--- config.mk ---
export PLATFORM = sky130hd
export DESIGN_NAME = cmvr_ctrl
export DESIGN_NICKNAME = d
export VERILOG_FILES = /design/src/hw/rtl/cmvr_pkg.sv /design/src/hw/rtl/cmvr_ctrl.sv
export SDC_FILE = /design/constraint.sdc
export NUM_CORES = 1
export LEC_CHECK = 0
export BUFFER_PORTS_ARGS = -buffer_cell sky130_fd_sc_hd__buf_2
export CAP_MARGIN = 15
export CORE_AREA = 4 4 41 43
export CTS_CLUSTER_DIAMETER = 120
export CTS_CLUSTER_SIZE = 8
export DETAILED_ROUTE_END_ITERATION = 8
export DIE_AREA = 0 0 45 47
export PLACE_DENSITY = 0.56
export SYNTH_ARGS = -nofsm -noshare
export SYNTH_HDL_FRONTEND = slang
export SYNTH_SLANG_ARGS = --single-unit
--- constraint.sdc ---
create_clock -name clk -period 1.01 [get_ports clk]
set_input_delay 0.0505 -clock clk [delete_from_list [all_inputs] [get_ports clk]]
set_output_delay 0.0505 -clock clk [all_outputs]
set_load 0.01 [all_outputs]
--- src/hw/rtl/cmvr_pkg.sv ---
// shared widths, command and status types for the center-of-mass velocity removal block
package cmvr_pkg;

  localparam int VEL_W     = 24;               // signed Q8.16 velocity
  localparam int MASS_W    = 16;               // unsigned Q8.8 mass
  localparam int PROD_W    = 40;               // velocity times mass, exact
  localparam int SUM_W     = 46;               // weighted sum over a full set
  localparam int MTOT_W    = 22;               // mass total over a full set
  localparam int NUM_W     = SUM_W + 1;        // 2*|sum| + mass_total
  localparam int DEN_W     = MTOT_W + 1;       // 2*mass_total
  localparam int DIV_STEPS = NUM_W;            // one quotient bit per step
  localparam int ITER_W    = $clog2(DIV_STEPS);

  typedef logic signed [VEL_W-1:0] vel_t;

  typedef struct packed {
    logic load;        // capture an input transfer
    logic acc;         // add the registered products into the sums
    logic div_start;   // load the divider from the sums
    logic div_step;    // one restoring step on all three lanes
    logic div_fin;     // form the signed center-of-mass velocity
    logic rd;          // read one stored velocity
    logic next;        // advance the read address
    logic clear;       // end of set: zero the sums and the count
  } cmvr_cmd_t;

  typedef struct packed {
    logic close;       // the particle being accumulated ends the set
    logic div_done;    // the current divide step is the last one
    logic emit_last;   // the result on the output is the last of the set
  } cmvr_stat_t;

endpackage

--- src/hw/rtl/cmvr_ctrl.sv ---
// controller state machine: load, accumulate, divide and emit phases
module cmvr_ctrl import cmvr_pkg::*; (
  input  logic       clk,
  input  logic       rst,
  input  logic       in_valid,
  output logic       in_ready,
  output logic       out_valid,
  input  logic       out_ready,
  input  cmvr_stat_t stat,
  output cmvr_cmd_t  cmd
);

  localparam logic [2:0] S_IDLE  = 3'd0;
  localparam logic [2:0] S_ACC   = 3'd1;
  localparam logic [2:0] S_DINIT = 3'd2;
  localparam logic [2:0] S_DIV   = 3'd3;
  localparam logic [2:0] S_FIN   = 3'd4;
  localparam logic [2:0] S_READ  = 3'd5;
  localparam logic [2:0] S_OUT   = 3'd6;

  logic [2:0] state;
  logic [2:0] state_next;

  always_ff @(posedge clk) begin
    if (rst) begin
      state <= S_IDLE;
    end else begin
      state <= state_next;
    end
  end

  always_comb begin
    state_next = state;
    cmd        = '0;
    in_ready   = 1'b0;
    out_valid  = 1'b0;
    case (state)
      S_IDLE: begin
        in_ready = 1'b1;
        if (in_valid) begin
          cmd.load   = 1'b1;
          state_next = S_ACC;
        end
      end
      S_ACC: begin
        cmd.acc    = 1'b1;
        state_next = stat.close ? S_DINIT : S_IDLE;
      end
      S_DINIT: begin
        cmd.div_start = 1'b1;
        state_next    = S_DIV;
      end
      S_DIV: begin
        cmd.div_step = 1'b1;
        if (stat.div_done) begin
          state_next = S_FIN;
        end
      end
      S_FIN: begin
        cmd.div_fin = 1'b1;
        state_next  = S_READ;
      end
      S_READ: begin
        cmd.rd     = 1'b1;
        state_next = S_OUT;
      end
      S_OUT: begin
        out_valid = 1'b1;
        if (out_ready) begin
          if (stat.emit_last) begin
            cmd.clear  = 1'b1;
            state_next = S_IDLE;
          end else begin
            cmd.next   = 1'b1;
            state_next = S_READ;
          end
        end
      end
      default: begin
        state_next = S_IDLE;
      end
    endcase
  end

endmodule

==> metrics.md, run 1 <==
| Metric | Value |
|---|---|
| Start point of the critical path | `state[1]` |
| Number of detailed-route iterations in the first pass | `4` |
| Max FFs per register | `3` |
| Critical path type | `reg2out` |
| Tmin final | `1220 ps` |
| Max Buffers Root-to-Sink | `2` |
| Biggest register | `state` |
| DR vias/cell | `4.83` |
| Cell Area, Synth | `298 um^2` |
| Worst r2r src | `state[2]` |
| Setup_tns | `-2130 ps` |
| Floorplan row count | `13` |
| Layout cells sized above 1 | `0.747` |
| Total gr overflow | `0` |
| Vias in the first global route | `469` |
| M1 WL | `472 um` |
| Die area | `0.00212 mm^2` |
| Dpl ws | `-148 ps` |
| Peak VDD IR | `532 uV` |
| Core Util, Final | `0.517` |
| Initial antenna violation count | `0` |
| Post-DP HPWL | `666 um` |
| Die Height | `47 um` |
| Final Cell Area | `673 um^2` |
| Leakage power | `0.331 nW` |
| Core area | `0.00130 mm^2` |
| Relative slew slack | `0.837` |
| Starting density of the core | `0.229` |
| Max capacitance violation total | `0` |
| Worst reg2reg path depth | `4` |
| Final worst slack | `-207 ps` |
| Htree depth | `1` |
| Initial DRC count | `9` |
| Placed cells | `76` |
| Worst path cell trace | `buf_6 -> nor3_4 -> and2_1 -> buf_2` |
| Diode count | `0` |
| Pin count of the biggest net entering global routing | `10` |
| Most frequent cells in the layout | `buf_2, buf_6, buf_4` |
| Fin cells | `90` |
| Critical path required time | `960 ps` |
| Area Growth Syn to Fin | `126%` |
| Yosys warns | `0` |
| Ratio of final minimum period to clock period | `1.20` |
| Least-Margin Pin Slew | `243 ps` |
| Root Buffer | `clkbuf_4` |
| Largest regs | `state (3)` |
| Final GP Congestion | `0.746` |
| GRT Util Overall | `0.143` |
| Max Freq | `0.822 GHz` |
| Placed inst area | `455 um^2` |
| CP max stage delay | `360 ps` |
| Buffers on Ports | `16` |
| Post-DRT Antenna Nets | `0` |
| R2R Setup Slk | `-180 ps` |
| Outcome | `finished, violations left` |
| Drt drc | `0` |
| Yosys cell types | `25` |
| Latest clock arrival within the worst-skew pair | `240 ps` |
| Clock transition at the registers of the reported paths | `40 ps` |
| Highest Signal Layer | `met4` |
| First-pass GRT wire length | `2.14 mm` |
| CTS tree | `done` |
| WL final | `1.27 mm` |
| I/O pin count | `17` |
| Critical Path Slowest Stage Cell | `dfxtp_4` |
| Slew Limit Fails | `0` |
| Hold Vio Cnt, Final | `0` |
| Post-Synthesis Cells | `38` |
| RSZ-0062 raised after global routing | `yes` |
| Crit-path max FO | `6` |
| Fillers | `133` |
| Seq cells post-synth | `3` |
| Reg2reg end | `state[1]` |
| CP endpoint | `cmd[7]` |
| Crit path buf inv count | `2` |
| Met3 Wirelength | `28 um` |
| CP startpoint kind | `flip-flop` |
| Crit. End Element | `primary output` |
| # nets final | `83` |
| WL met2 | `738 um` |
| Worst path depth | `4` |
| DR vias | `435` |
| Register area share after synthesis | `0.202` |
| Syn avg cell area | `7.84 um^2` |
| Die W | `45 um` |
| Hold buffers post-CTS | `0` |
| Clk_skew | `1.06 ps` |
| Final setup viols | `13` |
| Cell Pwr Density | `1230 mW/mm^2` |
| Commonest non-fill, non-tap cell in the layout | `buf_2` |
| Total CTS buffers | `3` |
| Violated checks | `negative setup slack` |
| CP Data Arrival Time | `1170 ps` |
| Worst Hold Class | `in2reg` |
| CTS sink count | `3` |
| Net Count, Synth | `45` |
| Routed len/inst | `14.1 um` |
| Family with the most delay on the worst path | `flip-flops` |
## repair_timing
action                                  CTS  global route
pin swaps                                11             4
gates resized for setup                  21             7
buffers inserted                          9             1
endpoints found under the setup margin   13            13
## how the worst min path moves through the flow
stage          from        to  slack [ps]  depth (start not counted)
5_1_grt         rst  state[2]          30                          2
4_1_cts         rst  state[2]          20                          2
3_5_place_dp    rst  state[2]         270                          2
2_1_floorplan   rst  state[2]         110                          1
6_report        rst  state[2]          20                          2
3_3_place_gp    rst  state[2]         270                          2
## synthesized netlist by cell type
| cell type | n | area, um^2 |
|---|---|---|
| dfxtp_1 | 3 | 60.1 |
| nand2b_1 | 2 | 12.5 |
| or2_0 | 1 | 6.26 |
| nor3_1 | 2 | 10.0 |
| a211oi_2 | 1 | 12.5 |
| nand3_1 | 1 | 5.00 |
| and2_1 | 2 | 12.5 |
| o21ai_1 | 1 | 5.00 |
| o21ai_2 | 1 | 8.76 |
| nor3b_1 | 3 | 22.5 |
| a21oi_1 | 1 | 5.00 |
| and3b_2 | 2 | 20.0 |
| nor4_1 | 1 | 6.26 |
| a211o_1 | 1 | 8.76 |
| nand2_1 | 4 | 15.0 |
| a311oi_1 | 1 | 8.76 |
| nor2_1 | 2 | 7.51 |
| o21bai_1 | 1 | 7.51 |
| and3_1 | 1 | 6.26 |
| and3b_1 | 2 | 17.5 |
| buf_2 | 1 | 5.00 |
| a31oi_1 | 1 | 6.26 |
| buf_4 | 1 | 7.51 |
| a311o_1 | 1 | 10.0 |
| buf_6 | 1 | 11.3 |
## layout make-up
cell class	instances	area, um^2	area share
Timing Repair Buffer	36	277	0.411
Tap cell	15	18.8	0.0279
Clock buffer	4	26.3	0.0390
Sequential cell	3	71.3	0.106
Multi-Input combinational cell	32	280	0.416
## per-layer routing
metal  vias to the layer above  track usage
met5                         -            0
met4                         0        0.129
met3                         4       0.0153
met2                        12        0.243
met1                       205        0.157
li1                        214            -
## cell families after synthesis
family	after synthesis	share of synthesized area
AOI/OAI and AO/OA	9	0.244
buffers and inverters	3	0.0798
DFF	3	0.202
and+or+nand+nor	23	0.475
## report_power, final
group | internal [mW] | switching, mW | total [mW]
Clock | 0.148 | 0.0679 | 0.216
Combinational | 0.254 | 0.186 | 0.439
Sequential | 0.139 | 0.0352 | 0.174
Total | 0.541 | 0.289 | 0.830
## through the flow
step / power (mW) / hold slack, ps
3_5_place_dp: 0.435 / 269
2_1_floorplan: 0.315 / 108
4_1_cts: 0.789 / 17.1
5_1_grt: 0.879 / 28.2
6_report: 0.830 / 23.9
3_3_place_gp: 0.433 / 270
Note: power is estimated with default switching activity, not from simulation.
==> run 2: changes to the inputs <==
--- a/config.mk
+++ b/config.mk
@@ -5,6 +5,7 @@
 export SDC_FILE = /design/constraint.sdc
 export NUM_CORES = 1
 export LEC_CHECK = 0
+export ABC_AREA = 1
 export BUFFER_PORTS_ARGS = -buffer_cell sky130_fd_sc_hd__buf_2
 export CAP_MARGIN = 15
 export CORE_AREA = 4 4 41 43
@@ -12,7 +13,7 @@
 export CTS_CLUSTER_SIZE = 8
 export DETAILED_ROUTE_END_ITERATION = 8
 export DIE_AREA = 0 0 45 47
-export PLACE_DENSITY = 0.56
+export PLACE_DENSITY = 0.6
 export SYNTH_ARGS = -nofsm -noshare
 export SYNTH_HDL_FRONTEND = slang
 export SYNTH_SLANG_ARGS = --single-unit
==> metrics.md, run 2 <==
| Metric | Value |
|---|---|
| Outcome | `finished, violations left` |
| Violated checks | `negative setup slack` |
| Multi-input gate area | `209 um^2 (-25%)` |
| Post-synthesis simple-gate area fraction | `0.448 (-0.0268)` |
| Synth area leader | `dfxtp_1` |
| Largest family of logic cells by synthesized area | `simple AND/OR/NAND/NOR gates` |
| Biggest register | `state` |
| Leakage power | `0.355 nW (+7.1%)` |
| CP startpoint kind | `flip-flop` |
| Worst Hold Class | `in2reg` |
| Synth top area cells | `dfxtp_1, inv_1, buf_6` |
| Crit path buf inv count | `3 (+1)` |
| Vias in the first global route | `427 (-9.0%)` |
| Clock power frac | `0.376 (+0.115)` |
| Worst path cell trace | `buf_6 -> nand3_4 -> buf_6 -> nor2_1 -> buf_2` |
| Final worst slack | `-156 ps (+51.0 ps)` |
| Final hold slack | `206 ps (+182 ps)` |
| Syn avg cell area | `6.84 um^2 (-13%)` |
| GRT Util Overall | `0.110 (-0.0334)` |
| GR met2 Demand/Resource | `0.201 (-0.0424)` |
| Mux cell area share after synthesis | `0 (unchanged)` |
| Most frequent cells in the layout | `buf_2, inv_1, nor2_1, buf_6` |
| Root Buffer | `clkbuf_4` |
| Diode count | `0 (unchanged)` |
| P_int | `0.389 mW (-28%)` |
| Commonest non-fill, non-tap cell in the layout | `buf_2` |
| Htree depth | `1 (unchanged)` |
| Post-synthesis compound-gate area fraction | `0.122 (-0.122)` |
| Total CTS buffers | `3 (unchanged)` |
| Die Height | `47 um (unchanged)` |
| Critical path type | `reg2out` |
| Cell Pwr Density | `953 mW/mm^2 (-23%)` |
| Core Util, Final | `0.485 (-0.0327)` |
| DR vias | `416 (-4.4%)` |
| Met3 usage | `0.0192 (+0.00383)` |
| Switching power | `0.212 mW (-26%)` |
| Initial DRC count | `9 (unchanged)` |
| Async S/R FF share, synth | `0 (unchanged)` |
| Top cell by count, worst path | `buf_6` |
| Yosys warns | `0 (unchanged)` |
| Pwr Total | `0.601 mW (-28%)` |
| Dpl ws | `-39.6 ps (+109 ps)` |
| Buffers on Ports | `16 (unchanged)` |
| Top-area cell type share of the netlist area | `0.172 (-0.0296)` |
| Hold Vio Cnt, Final | `0 (unchanged)` |
| Seq cells post-synth | `3 (unchanged)` |
| Global routing's busiest layer | `met2` |
| Fin cells | `97 (+7.8%)` |
| Post-DP HPWL | `651 um (-2.3%)` |
| Die area | `0.00212 mm^2 (unchanged)` |
| CTS sink count | `3 (unchanged)` |
| # nets final | `90 (+8.4%)` |
| DR vias/cell | `4.29 (-11%)` |
| CP Data Arrival Time | `1120 ps (-50 ps)` |
| Layout cells sized above 1 | `0.622 (-0.125)` |
| Placed cells | `86 (+13%)` |
| Synth cell count leaders | `inv_1, nor2_1, nand2_1` |
| Max Freq | `0.858 GHz (+4.4%)` |
| Cell Area, Synth | `349 um^2 (+17%)` |
| Number of detailed-route iterations in the first pass | `3 (-1)` |
| Largest regs | `state (3)` |
| Clk_skew | `8.16 ps (+7.10 ps)` |
| Drt drc | `0 (unchanged)` |
| Most used flip-flop cell after synthesis | `dfxtp_1` |
| Proportion of power drawn by combinational gates | `0.372 (-0.157)` |
| Crit. End Element | `primary output` |
| Final GP Congestion | `0.812 (+8.9%)` |
| Net Count, Synth | `58 (+29%)` |
| Area Growth Syn to Fin | `80.6%` |
| Critical Path Slowest Stage Cell | `dfxtp_2` |
| Fillers | `145 (+9.0%)` |
| I/O pin count | `17 (unchanged)` |
| Critical path required time | `960 ps (about the same)` |
| CTS tree | `done` |
| Post-Synthesis Cells | `51 (+34%)` |
| Floorplan row count | `13 (unchanged)` |
| Seq pwr share | `0.253 (+0.043)` |
| Crit-path max FO | `4 (-2)` |
| Routed len/inst | `10.6 um (-25%)` |
| Ratio of final minimum period to clock period | `1.15 (-0.0505)` |
| Least-Margin Pin Slew | `249 ps (+5.68 ps)` |
| Register area | `68.8 um^2 (-3.5%)` |
| Final setup viols | `13 (unchanged)` |
| Pin count of the biggest net entering global routing | `10 (unchanged)` |
| Latest clock arrival within the worst-skew pair | `250 ps (about the same)` |
| Total gr overflow | `0 (unchanged)` |
| Top-count cell post-synth | `inv_1` |
| Slew Limit Fails | `0 (unchanged)` |
| Relative slew slack | `0.833 (-0.00335)` |
| Post-synth EDFFs | `0 (unchanged)` |
| Initial antenna violation count | `0 (unchanged)` |
| Sw Share | `0.353 (+0.00525)` |
| Die W | `45 um (unchanged)` |
| Max FFs per register | `3 (unchanged)` |
| Peak VDD IR | `414 uV (-22%)` |
| Tmin final | `1170 ps (-51.0 ps)` |
| CP max stage delay | `360 ps (about the same)` |
| Post-DRT Antenna Nets | `0 (unchanged)` |
| Met1 track demand over resource | `0.115 (-0.0417)` |
| Starting density of the core | `0.268 (+0.0394)` |
| Core area | `0.00130 mm^2 (unchanged)` |
| Family with the most delay on the worst path | `buffers and inverters` |
| XOR/XNOR share of the synthesized area | `0 (unchanged)` |
| RSZ-0062 raised after global routing | `yes` |
| First-pass GRT wire length | `1.67 mm (-22%)` |
| Clock transition at the registers of the reported paths | `40 ps (about the same)` |
| Max Buffers Root-to-Sink | `2 (unchanged)` |
| WL final | `1.02 mm (-19%)` |
| Register area share after synthesis | `0.172 (-0.0296)` |
| Yosys cell types | `21 (-16%)` |
| Max capacitance violation total | `0 (unchanged)` |
| Post-Synth Adder-Cell Area | `0 (unchanged)` |
## run 2: changes by cell type in the layout (fill, tap and decap cells not counted), sizes merged, moves of 2 or more
cell    delta
and3b      -4
buf        -8
nor2       +8
nand3      +3
a21oi      +2
inv       +13
nand2b     -2
nand2      +5
o21ai      -2
nor3b      -2
and2       -2
## run 2: power by group through the flow
| stage | registers [mW] | clock network [mW] | logic (mW) |
|---|---|---|---|
| 4_1_cts | 0.153 | 0.224 | 0.216 |
| 5_1_grt | 0.154 | 0.249 | 0.244 |
| 3_3_place_gp | 0.137 | 0 | 0.205 |
| 6_report | 0.152 | 0.226 | 0.223 |
| 2_1_floorplan | 0.134 | 0 | 0.136 |
| 3_5_place_dp | 0.138 | 0 | 0.210 |
## run 2: cell type report
cell class,instances,area share
inverter,13,0.0933
multi-input combinational,32,0.331
clock buffer,4,0.0417
sequential,3,0.109
tap,15,0.0298
timing repair buffer,30,0.395
## run 2: worst paths after layout
kind	depth (start not counted)	from	end	slack [ps]
setup / recovery	5	state[1]	cmd[0]	-160
hold / removal	6	stat[1]	state[0]	210
setup reg to reg	9	state[1]	state[2]	-150
hold reg to reg	4	state[2]	state[0]	800
## run 2: cell families (layout without fill, tap and decap cells)
kind of cell	after synthesis	in the layout
buffers and inverters	16	47
AND/OR/NAND/NOR	26	26
AO/OA/AOI/OAI	6	6
flip-flops	3	3
## run 2: worst reg2reg max path: stages, from the launching register on
cell and delay [ps]:
dfxtp_2 330, buf_6 130, inv_6 60, nand3_2 70, buf_4 140, nand2_1 50
nor2_1 50, o21bai_1 160, nand2_1 70, inv_1 50
## run 2: metal layers
metal,vias up,share of wire
met5,-,0
met4,0,0.014
met3,2,0.057
met2,14,0.56
met1,185,0.37
li1,215,-
## run 2: metrics by stage
step	setup TNS [ps]	instance area, um^2
floorplan	0	349
global placement	-34.8	492
detailed placement	-51.9	492
CTS	-1140	597
global route	-2230	631
finish	-1430	631
## run 2: repair_timing
item                       in CTS  in global routing
gates resized for setup        13                  3
pin swaps                       3                  1
hold buffers                    1                  0
hold endpoints to repair        2                  0
setup endpoints to repair      12                 13
gates cloned                    0                  1
setup buffers                   6                  0
